$ cat config.mk
export PLATFORM = sky130hd
export DESIGN_NAME = gtor_scan_flat
export DESIGN_NICKNAME = d
export VERILOG_FILES = /design/src/design/gtor_pkg.sv /design/src/design/gtor_if.sv /design/src/design/gtor_scan.sv /design/src/flat_wrapper.sv
export VERILOG_INCLUDE_DIRS = /design/src /design/src/design
export SDC_FILE = /design/constraint.sdc
export NUM_CORES = 1
export LEC_CHECK = 0
export CORE_ASPECT_RATIO = 0.6
export CORE_UTILIZATION = 52
export DETAILED_ROUTE_END_ITERATION = 12
export DONT_BUFFER_PORTS = 1
export PLACE_DENSITY = 0.77
export SLEW_MARGIN = 20
export SYNTH_ARGS = -nofsm -noshare
export SYNTH_HDL_FRONTEND = slang
export SYNTH_SLANG_ARGS = --single-unit
$ cat constraint.sdc
create_clock -name clk -period 4.05 [get_ports clk]
set_clock_uncertainty 0.1 [all_clocks]
set_input_delay 0.81 -clock clk [delete_from_list [all_inputs] [get_ports clk]]
set_output_delay 0.81 -clock clk [all_outputs]
set_load 0.02 [all_outputs]
$ cat src/design/assert_macros.svh
// Assertion helpers; they compile away when SYNTHESIS is defined.
`ifndef ASSERT_MACROS_SVH
`define ASSERT_MACROS_SVH

`ifndef SYNTHESIS

`define ASSERT_CLK(lbl, clk, rst_n, prop) \
  lbl: assert property (@(posedge clk) disable iff (!rst_n) prop) \
    else $error("assertion failed: lbl");

`define ASSERT_NEVER(lbl, clk, rst_n, expr) \
  lbl: assert property (@(posedge clk) disable iff (!rst_n) !(expr)) \
    else $error("forbidden condition: lbl");

`else

`define ASSERT_CLK(lbl, clk, rst_n, prop)

`define ASSERT_NEVER(lbl, clk, rst_n, expr)

`endif

`endif

$ cat src/design/gtor_pkg.sv
package gtor_pkg;

  localparam int unsigned FRAME_WIDTH     = 320;
  localparam int unsigned BYTES_PER_PIXEL = 2;
  localparam int unsigned GLYPH_COLS      = 5;
  localparam int unsigned GLYPH_ROWS      = 7;
  localparam int unsigned PEN_STEP        = 6;
  localparam int unsigned MASK_BITS       = GLYPH_COLS * GLYPH_ROWS;

  localparam logic [15:0] COLOR_RESET = 16'hffff;

  typedef enum logic {
    ST_IDLE,
    ST_SCAN
  } gtor_state_t;

  // bit (col * GLYPH_ROWS + row) set means pixel drawn
  typedef logic [MASK_BITS-1:0] glyph_mask_t;

  typedef struct packed {
    glyph_mask_t mask;
    logic [8:0]  x_start;   // mirrored x of column 0
  } scan_cmd_t;

  typedef logic [0:4][7:0] glyph_cols_t;

  function automatic glyph_cols_t font_cols(input logic [7:0] code);
    glyph_cols_t g;
    unique case (code)
      8'h30: g = 40'h3e5149453e;
      8'h31: g = 40'h00427f4000;
      8'h32: g = 40'h4261514946;
      8'h33: g = 40'h2141454b31;
      8'h34: g = 40'h1814127f10;
      8'h35: g = 40'h2745454539;
      8'h36: g = 40'h3c4a494930;
      8'h37: g = 40'h0171090503;
      8'h38: g = 40'h3649494936;
      8'h39: g = 40'h064949291e;
      8'h41: g = 40'h7e1111117e;
      8'h42: g = 40'h7f49494936;
      8'h43: g = 40'h3e41414122;
      8'h44: g = 40'h7f4141221c;
      8'h45: g = 40'h7f49494941;
      8'h46: g = 40'h7f09090901;
      8'h47: g = 40'h3e4149497a;
      8'h48: g = 40'h7f0808087f;
      8'h49: g = 40'h00417f4100;
      8'h4a: g = 40'h2040413f01;
      8'h4b: g = 40'h7f08142241;
      8'h4c: g = 40'h7f40404040;
      8'h4d: g = 40'h7f020c027f;
      8'h4e: g = 40'h7f0408107f;
      8'h4f: g = 40'h3e4141413e;
      8'h50: g = 40'h7f09090906;
      8'h51: g = 40'h3e4151215e;
      8'h52: g = 40'h7f09192946;
      8'h53: g = 40'h4649494931;
      8'h54: g = 40'h01017f0101;
      8'h55: g = 40'h3f4040403f;
      8'h56: g = 40'h1f2040201f;
      8'h57: g = 40'h3f4038403f;
      8'h58: g = 40'h6314081463;
      8'h59: g = 40'h0708700807;
      8'h5a: g = 40'h6151494543;
      8'h3a: g = 40'h0036360000;
      8'h2e: g = 40'h0060600000;
      8'h2c: g = 40'h0080600000;
      8'h25: g = 40'h6313086463;
      8'h2d: g = 40'h0808080808;
      8'h2f: g = 40'h2010080402;
      default: g = '0;
    endcase
    return g;
  endfunction

  // bit 7 of each column byte is dropped here
  function automatic glyph_mask_t glyph_mask(input logic [7:0] code);
    glyph_cols_t g;
    glyph_mask_t m;
    g = font_cols(code);
    m = '0;
    for (int c = 0; c < GLYPH_COLS; c++) begin
      for (int r = 0; r < GLYPH_ROWS; r++) begin
        m[c*GLYPH_ROWS + r] = g[c][r];
      end
    end
    return m;
  endfunction

endpackage

$ cat src/design/gtor_if.sv


interface gtor_pix_if;
  logic        valid;
  logic        ready;
  logic [8:0]  mirrored_x;
  logic [2:0]  pixel_row;
  logic [12:0] byte_offset;
  logic [15:0] pixel_color;
  logic        last_write;

  modport source (output valid, mirrored_x, pixel_row, byte_offset, pixel_color,
                  last_write, input ready);
  modport sink   (input valid, mirrored_x, pixel_row, byte_offset, pixel_color,
                  last_write, output ready);
endinterface

$ cat src/design/gtor_scan.sv
`include "assert_macros.svh"

module gtor_scan
  import gtor_pkg::*;
(
  input  logic              clk,
  input  logic              rst_n,
  input  logic              start,
  input  scan_cmd_t         cmd,
  input  logic [15:0]       text_color,
  output logic              busy,
  gtor_pix_if.source        out_chan
);

  gtor_state_t state_r, state_nxt;
  glyph_mask_t mask_r;
  logic [2:0]  row_r;
  logic [8:0]  x_r;
  logic        advance;

  logic        out_valid_r;
  logic [8:0]  out_x_r;
  logic [2:0]  out_row_r;
  logic [12:0] out_off_r;
  logic [15:0] out_color_r;
  logic        out_last_r;

  logic [15:0] off_full;

  always_comb begin
    state_nxt = state_r;
    unique case (state_r)
      ST_IDLE: if (start) state_nxt = ST_SCAN;
      ST_SCAN: if (mask_r == '0) state_nxt = ST_IDLE;
      default: state_nxt = ST_IDLE;
    endcase
  end

  always_comb begin
    busy    = (state_r == ST_SCAN);
    advance = (state_r == ST_SCAN) && (mask_r != '0) && (!out_valid_r || out_chan.ready);
  end

  assign off_full = (16'(row_r) * 16'(FRAME_WIDTH) + 16'(x_r)) * 16'(BYTES_PER_PIXEL);

  always_ff @(posedge clk) begin
    if (!rst_n) begin
      state_r <= ST_IDLE;
    end else begin
      state_r <= state_nxt;
    end
  end

  // one mask bit per cycle while out_chan does not stall, column by column
  always_ff @(posedge clk) begin
    if (!rst_n) begin
      mask_r <= '0;
    end else if (start && (state_r == ST_IDLE)) begin
      mask_r <= cmd.mask;
    end else if (advance) begin
      mask_r <= mask_r >> 1;
    end
  end

  always_ff @(posedge clk) begin
    if (start && (state_r == ST_IDLE)) begin
      row_r <= '0;
      x_r   <= cmd.x_start;
    end else if (advance) begin
      if (row_r == 3'(GLYPH_ROWS - 1)) begin
        row_r <= '0;
        x_r   <= x_r - 9'd1;
      end else begin
        row_r <= row_r + 3'd1;
      end
    end
  end

  always_ff @(posedge clk) begin
    if (!rst_n) begin
      out_valid_r <= 1'b0;
    end else if (advance && mask_r[0]) begin
      out_valid_r <= 1'b1;
    end else if (out_chan.ready) begin
      out_valid_r <= 1'b0;
    end
  end

  always_ff @(posedge clk) begin
    if (advance && mask_r[0]) begin
      out_x_r     <= x_r;
      out_row_r   <= row_r;
      out_off_r   <= off_full[12:0];
      out_color_r <= text_color;
      out_last_r  <= (mask_r[MASK_BITS-1:1] == '0);
    end
  end

  assign out_chan.valid       = out_valid_r;
  assign out_chan.mirrored_x  = out_x_r;
  assign out_chan.pixel_row   = out_row_r;
  assign out_chan.byte_offset = out_off_r;
  assign out_chan.pixel_color = out_color_r;
  assign out_chan.last_write  = out_last_r;

  `ASSERT_NEVER(a_start_busy, clk, rst_n, start && busy)
  `ASSERT_CLK(a_empty_done, clk, rst_n, (busy && mask_r == '0) |=> !busy)
  `ASSERT_CLK(a_mid_beat_busy, clk, rst_n, (out_valid_r && !out_last_r) |-> busy)
  `ASSERT_NEVER(a_row_range, clk, rst_n, busy && (row_r > 3'(GLYPH_ROWS - 1)))

endmodule

$ cat src/flat_wrapper.sv
// flat-port wrapper written by rule: the top's interface ports become plain ports
module gtor_scan_flat import gtor_pkg::*;
  (clk, rst_n, start, cmd, text_color, busy, out_chan_valid, out_chan_mirrored_x, out_chan_pixel_row, out_chan_byte_offset, out_chan_pixel_color, out_chan_last_write, out_chan_ready);
  gtor_pix_if out_chan_i ();
  input  logic clk;
  input  logic rst_n;
  input  logic start;
  input  scan_cmd_t cmd;
  input  logic [15:0] text_color;
  output logic busy;
  output wire logic [$bits(out_chan_i.valid)-1:0] out_chan_valid;
  output wire logic [$bits(out_chan_i.mirrored_x)-1:0] out_chan_mirrored_x;
  output wire logic [$bits(out_chan_i.pixel_row)-1:0] out_chan_pixel_row;
  output wire logic [$bits(out_chan_i.byte_offset)-1:0] out_chan_byte_offset;
  output wire logic [$bits(out_chan_i.pixel_color)-1:0] out_chan_pixel_color;
  output wire logic [$bits(out_chan_i.last_write)-1:0] out_chan_last_write;
  input wire logic [$bits(out_chan_i.ready)-1:0] out_chan_ready;
  assign out_chan_valid = out_chan_i.valid;
  assign out_chan_mirrored_x = out_chan_i.mirrored_x;
  assign out_chan_pixel_row = out_chan_i.pixel_row;
  assign out_chan_byte_offset = out_chan_i.byte_offset;
  assign out_chan_pixel_color = out_chan_i.pixel_color;
  assign out_chan_last_write = out_chan_i.last_write;
  assign out_chan_i.ready = out_chan_ready;
  gtor_scan u_core (.clk(clk), .rst_n(rst_n), .start(start), .cmd(cmd), .text_color(text_color), .busy(busy), .out_chan(out_chan_i));
endmodule
==> impl_metrics.json, run 1 <==
{
  "run_status": "completed",
  "power.density_nw_per_um2": 514,
  "routed-via-count": 2382,
  "tritoncts.num_buffers": 9,
  "number_of_drc_markers_in_iteration_0": 106,
  "power.leakage_uw": 0.00129,
  "fp.coreArea_um2": 6300,
  "postSynthNetCount": 386,
  "synthDistinctLibCells": 38,
  "finish.utilization": 0.596,
  "worstMarginPinSlew_ns": 1.06,
  "path_max_fanout": 9,
  "syn_to_final_growth_pct": 7.24,
  "clock_insertion_delay_worst_skew_ns": 0.35,
  "numPortBuffers": 0,
  "crit_type": "reg -> reg",
  "hold_path_class": "reg -> reg",
  "postSynthRegisterBits": 84,
  "fin_crit_ns": 2.36,
  "grt_antenna_before_repair": 0,
  "grt_first_pass_wirelength_um": 10900,
  "final_nets": 373,
  "cts_tree": "yes",
  "via_count_of_the_first_global_routing_pass": 2107,
  "post_cts.repair.setup_buffers": 0,
  "post_synth_inst_count": 314,
  "worst_r2r_endpoint": "u_core.x_r[7]",
  "max_freq_ghz": 0.424,
  "total_clock_sinks": 84,
  "cts_resized": 0,
  "final-hold-violation-count": 0,
  "grt_max_degree": 39,
  "remaining_number_of_nets_flagged_by_the_antenna_check_after_routing": 0,
  "rsz0062_at_grt": "no",
  "timing.setup.tns_ns": 0,
  "synth_area_per_cell_um2": 11.2,
  "post_detailed_route_wirelength_per_cell_um": 18.0,
  "cts.reportedPaths.clkPinSlew_ns": 0.08,
  "ys_warn_count": 0,
  "most_used_cells_in_the_layout_excluding_fill_and_tap_cells": "sky130_fd_sc_hd__o21ai_0, sky130_fd_sc_hd__edfxtp_1, sky130_fd_sc_hd__nor2_1, sky130_fd_sc_hd__dfxtp_1, sky130_fd_sc_hd__a221oi_1",
  "timing.critical_path.to_type": "flip-flop",
  "die-width_um": 108,
  "totalWireLength_um": 7030,
  "n_antenna_cell": 0,
  "cts_max_path_buffers": 2,
  "drv.max_cap_violation_count": 0,
  "dp_hpwl_um": 4990,
  "post_synth_instance_area_um2": 3510,
  "vias_per_cell": 6.11,
  "worst-endpoint-required_ns": 3.92,
  "reg2reg_depth": 3,
  "floorplan.die_area_um2": 7090,
  "h-tree-depth": 3,
  "initial_core_util": 0.556,
  "row_count": 22,
  "seq_area_frac_synth": 0.605,
  "arrival_ns": 2.23,
  "hold_path_startpoint": "u_core.mask_r[34]",
  "fraction_of_final_layout_cells_with_drive_strength_greater_than_1": 0.0817,
  "grt_overflow": 0,
  "die_h_um": 65.6,
  "gpl.final_weighted_congestion": 0.776,
  "rr_startpoint": "u_core.busy",
  "min_period_over_period": 0.583,
  "setup_viol": 0,
  "max-slew-margin-rel": 0.284,
  "clock_tree.root_cell": "sky130_fd_sc_hd__clkbuf_8",
  "maxSlewViolCount": 0,
  "post_cts_hold_buffer_count": 0,
  "drt_first_pass_iters": 5,
  "hold_end": "u_core.mask_r[34]",
  "hold_depth": 2,
  "groute.usage.overall": 0.205,
  "vdd_drop_max_v": 0.000259,
  "drt_drc_violations_left": 0,
  "reg2reg_slack_ns": 1.69,
  "crit_path_start_kind": "flip-flop",
  "io_pins": 108
}
[area by class of cell]
class / instances / area (µm²)
Clock buffer: 10 / 128
Clock inverter: 6 / 113
Fill cell: 515 / 2540
Inverter: 7 / 26.3
Multi-Input combinational cell: 194 / 1230
Sequential cell: 84 / 2120
Tap cell: 84 / 105
Timing Repair Buffer: 5 / 37.5
[cell families (layout without fill, tap and decap cells)]
group / Yosys count / count (layout) / share of synthesized area
other cells: 1 / 1 / 0.00107
buf+inv: 36 / 28 / 0.0518
fa+ha+maj: 8 / 8 / 0.0307
xor+xnor: 10 / 10 / 0.0250
compound gates: 93 / 93 / 0.181
flops: 84 / 84 / 0.605
simple gates: 82 / 82 / 0.105
[worst max path at each step]
| stage | from | to | slack, ns | cells past startpoint |
|---|---|---|---|---|
| 3_3_place_gp | out_chan_ready | u_core.x_r[0] | 1.46 | 4 |
| 2_1_floorplan | out_chan_ready | u_core.x_r[0] | 0.93 | 6 |
| 3_5_place_dp | out_chan_ready | u_core.x_r[0] | 1.40 | 4 |
| 6_report | u_core.busy | u_core.x_r[7] | 1.69 | 3 |
| 5_1_grt | u_core.busy | u_core.x_r[8] | 1.54 | 3 |
| 4_1_cts | u_core.busy | u_core.x_r[7] | 1.73 | 3 |
[critical path: stages, from the launching register on]
cell and delay [ns]:
sky130_fd_sc_hd__dfxtp_1 0.65, sky130_fd_sc_hd__and2_1 0.28, sky130_fd_sc_hd__o41ai_4 0.10, sky130_fd_sc_hd__o41ai_2 0.85
[state kept, by name (all words and copies together) (netlist names)]
name                         count
u_core.out_chan.mirrored_x       9
u_core.out_chan.pixel_color     16
u_core.out_chan.pixel_row        3
u_core.out_chan.byte_offset      6
u_core.mask_r                   35
u_core.row_r                     3
u_core.out_chan.valid            1
u_core.x_r                       9
u_core.busy                      1
u_core.out_chan.last_write       1
[Yosys cell counts]
cell type,instances,share of area
sky130_fd_sc_hd__edfxtp_1,44,0.38
sky130_fd_sc_hd__o21ai_0,44,0.063
sky130_fd_sc_hd__nor2_1,43,0.046
sky130_fd_sc_hd__dfxtp_1,40,0.23
sky130_fd_sc_hd__a221oi_1,34,0.085
sky130_fd_sc_hd__clkbuf_1,16,0.017
sky130_fd_sc_hd__nand2_1,12,0.013
sky130_fd_sc_hd__nor4_1,10,0.018
sky130_fd_sc_hd__buf_4,8,0.017
sky130_fd_sc_hd__xnor2_1,8,0.020
sky130_fd_sc_hd__ha_1,7,0.025
sky130_fd_sc_hd__inv_1,7,0.0075
sky130_fd_sc_hd__nand3_1,5,0.0071
sky130_fd_sc_hd__a21oi_1,4,0.0057
sky130_fd_sc_hd__nand2b_1,4,0.0071
sky130_fd_sc_hd__a21boi_0,2,0.0043
sky130_fd_sc_hd__buf_1,2,0.0021
sky130_fd_sc_hd__buf_6,2,0.0064
sky130_fd_sc_hd__nor2b_1,2,0.0036
sky130_fd_sc_hd__xor2_1,2,0.0050
sky130_fd_sc_hd__a211oi_1,1,0.0021
sky130_fd_sc_hd__a21o_1,1,0.0021
sky130_fd_sc_hd__a31o_2,1,0.0025
sky130_fd_sc_hd__a31oi_1,1,0.0018
sky130_fd_sc_hd__and2_1,1,0.0018
sky130_fd_sc_hd__and3_1,1,0.0018
sky130_fd_sc_hd__buf_2,1,0.0014
sky130_fd_sc_hd__conb_1,1,0.0011
sky130_fd_sc_hd__fa_1,1,0.0057
sky130_fd_sc_hd__nand4_1,1,0.0018
sky130_fd_sc_hd__nor3_1,1,0.0014
sky130_fd_sc_hd__nor3b_1,1,0.0021
sky130_fd_sc_hd__o211ai_1,1,0.0021
sky130_fd_sc_hd__o31ai_1,1,0.0021
sky130_fd_sc_hd__o41a_1,1,0.0032
sky130_fd_sc_hd__o41ai_1,1,0.0025
sky130_fd_sc_hd__o41ai_2,1,0.0046
sky130_fd_sc_hd__or2_2,1,0.0018
[through the flow]
stage	area (µm²)	cells	power (µW)	setup WS, ns	hold slack [ns]
2_1_floorplan	3510	314	1200	0.932	0.351
6_report	3760	390	1930	1.69	0.402
5_1_grt	3760	390	2010	1.54	0.434
4_1_cts	3750	390	1940	1.73	0.404
3_5_place_dp	3510	374	1250	1.40	0.391
3_3_place_gp	3510	374	1240	1.46	0.371
[power breakdown]
group	internal [µW]	switching (µW)	total [µW]
Combinational	84.5	118	202
Sequential	964	69.5	1030
Clock	410	286	696
Total	1460	473	1930
[routing by layer]
layer | wire, µm | track usage
met1 | 3270 | 0.291
met2 | 3020 | 0.288
met3 | 636 | 0.0724
met4 | 106 | 0.0685
met5 | 0 | 0
(Power assumes the default switching activity.)
==> inputs of run 2 (changes only) <==
Settings changed: PLACE_DENSITY 0.77 to 0.8.
Clock period 4.05 ns to 2 ns, I/O delays scaled along.
==> run 2 against run 1 <==
Compared with the run above: the run now ends with negative setup slack left; routed wire length grew 3.6%; critical path depth grew 2; final cell count grew 5.1%; first-iteration DRC count grew 79%; global-route usage grew 0.29 points; core utilization grew 3.1 points; largest power group unchanged; highest routed layer unchanged.
==> impl_metrics.json, run 2 (synthesized netlist as in run 1, its figures left out) <==
{
  "run_status": "finished, violations left",
  "failed_checks": "negative setup slack",
  "clock_insertion_delay_worst_skew_ns": 0.35,
  "io_pins": 108,
  "grt_first_pass_wirelength_um": 11000,
  "gpl.final_weighted_congestion": 0.783,
  "cp_cell_sequence": "nor4_2, nand3_1, o41ai_4, buf_4, o41ai_4",
  "grt_max_degree": 39,
  "syn_to_final_growth_pct": 12.7,
  "rr_startpoint": "u_core.mask_r[15]",
  "hold_end": "u_core.out_chan.pixel_color[11]",
  "rsz0062_at_grt": "yes",
  "die-width_um": 108,
  "totalWireLength_um": 7280,
  "worstMarginPinSlew_ns": 0.679,
  "postLayoutSetupSlackWorst_ns": -0.0130,
  "hold_path_startpoint": "text_color[11]",
  "max_freq_ghz": 0.497,
  "largest_register": "u_core.mask_r",
  "grt_antenna_before_repair": 0,
  "remaining_number_of_nets_flagged_by_the_antenna_check_after_routing": 0,
  "fraction_of_final_layout_cells_with_drive_strength_greater_than_1": 0.196,
  "dp_hpwl_um": 4990,
  "fp.coreArea_um2": 6300,
  "via_count_of_the_first_global_routing_pass": 2219,
  "arrival_ns": 1.98,
  "hold_depth": 0,
  "power_uw": 3750,
  "cts_max_path_buffers": 2,
  "tritoncts.num_buffers": 9,
  "most_used_cells_in_the_layout_excluding_fill_and_tap_cells": "sky130_fd_sc_hd__o21ai_0, sky130_fd_sc_hd__edfxtp_1, sky130_fd_sc_hd__nor2_1, sky130_fd_sc_hd__a221oi_1, sky130_fd_sc_hd__dfxtp_1",
  "post_detailed_route_wirelength_per_cell_um": 17.8,
  "vias_per_cell": 6.08,
  "dp.cells": 391,
  "clock_tree.root_cell": "sky130_fd_sc_hd__clkbuf_8",
  "timing.setup.tns_ns": -0.0945,
  "grt_overflow": 0,
  "drt_drc_violations_left": 0,
  "min_period_over_period": 1.01,
  "initial_core_util": 0.556,
  "die_h_um": 65.6,
  "total_clock_sinks": 84,
  "cts.reportedPaths.clkPinSlew_ns": 0.09,
  "floorplan.die_area_um2": 7090,
  "crit_path_top_delay_cell": "sky130_fd_sc_hd__o41ai_4",
  "crit_path_start_kind": "flip-flop",
  "post_cts_hold_buffer_count": 0,
  "cpPeakStageDelay_ns": 0.46,
  "power.leakage_uw": 0.00139,
  "post_layout_nonfiller_instances": 410,
  "vdd_drop_max_v": 0.000457,
  "fin_crit_ns": 2.01,
  "numPortBuffers": 0,
  "worst_r2r_endpoint": "u_core.x_r[0]",
  "routed-via-count": 2493,
  "timing.critical_path.to_type": "flip-flop",
  "power.density_nw_per_um2": 948,
  "path_max_fanout": 9,
  "final-hold-violation-count": 0,
  "hold_path_class": "in -> reg",
  "drv.max_cap_violation_count": 0,
  "crit_path_frequent_cell": "sky130_fd_sc_hd__o41ai_4",
  "reg2reg_depth": 5,
  "row_count": 22,
  "number_of_drc_markers_in_iteration_0": 190,
  "crit_type": "reg -> reg",
  "holdWs_ns": 0.0362,
  "n_antenna_cell": 0,
  "cts_tree": "yes",
  "groute.usage.overall": 0.208,
  "place_ws_ns": -0.0580,
  "h-tree-depth": 3,
  "reg2reg_slack_ns": -0.01,
  "final_nets": 393,
  "maxSlewViolCount": 0,
  "worst-endpoint-required_ns": 1.97,
  "max-slew-margin-rel": 0.546,
  "setup_viol": 9,
  "drt_first_pass_iters": 5,
  "largest_reg_flops": 35
}
==> run 2: changes by cell type in the layout (fill, tap and decap cells not counted), sizes merged <==
cell    change
buf        +20
clkinv      +2
bufinv      -2
==> run 2: cell type report <==
type                       instances  area, µm²
clock buffer                      10        128
clock inverter                     6       56.3
fill                             482       2350
inverter                           7       26.3
multi-input combinational        194       1300
sequential                        84       2140
tap                               84        105
timing repair buffer              25        204
==> run 2: routing by layer <==
| metal | share of wire | up-vias | global-route usage |
|---|---|---|---|
| li1 | - | 1185 | - |
| met1 | 0.48 | 1177 | 0.299 |
| met2 | 0.43 | 123 | 0.290 |
| met3 | 0.077 | 8 | 0.0635 |
| met4 | 0.012 | 0 | 0.0822 |
| met5 | 0 | - | 0 |
==> run 2: what timing repair did <==
action	4_1_cts	5_1_grt
setup endpoints to repair	27	48
setup buffers	1	2
resized for setup	2	17
pin swaps	3	6
gates cloned	0	0
==> run 2: worst max-delay path by stage <==
stage,from,to,depth (start not counted)
after global routing,u_core.mask_r[24],u_core.row_r[1],7
after detailed placement,u_core.mask_r[25],u_core.mask_r[9],6
after floorplan,out_chan_ready,u_core.x_r[0],6
final,u_core.mask_r[15],u_core.x_r[0],5
after CTS,u_core.mask_r[21],u_core.row_r[1],7
after global placement,u_core.mask_r[21],u_core.mask_r[14],6
==> run 2: power by group <==
group	internal (µW)	switching, µW	total, µW	leakage (µW)
logic	232	275	507	0.000559
registers	1960	136	2090	0.000739
clock network	567	581	1150	0.0000935
total	2750	992	3750	0.00139
==> run 2: metrics by stage <==
stage                      util  instance area (µm²)
after floorplan               -                 3550
after global placement    0.583                 3680
after detailed placement  0.583                 3680
after CTS                 0.616                 3880
after global routing      0.627                 3950
final                     0.627                 3950
==> run 2: critical path: cells and delay by family (launching register included) <==
family	cells	cell delay (ns)
buf+inv	1	0.19
flops	1	0.33
simple gates	2	0.53
compound gates	2	0.58
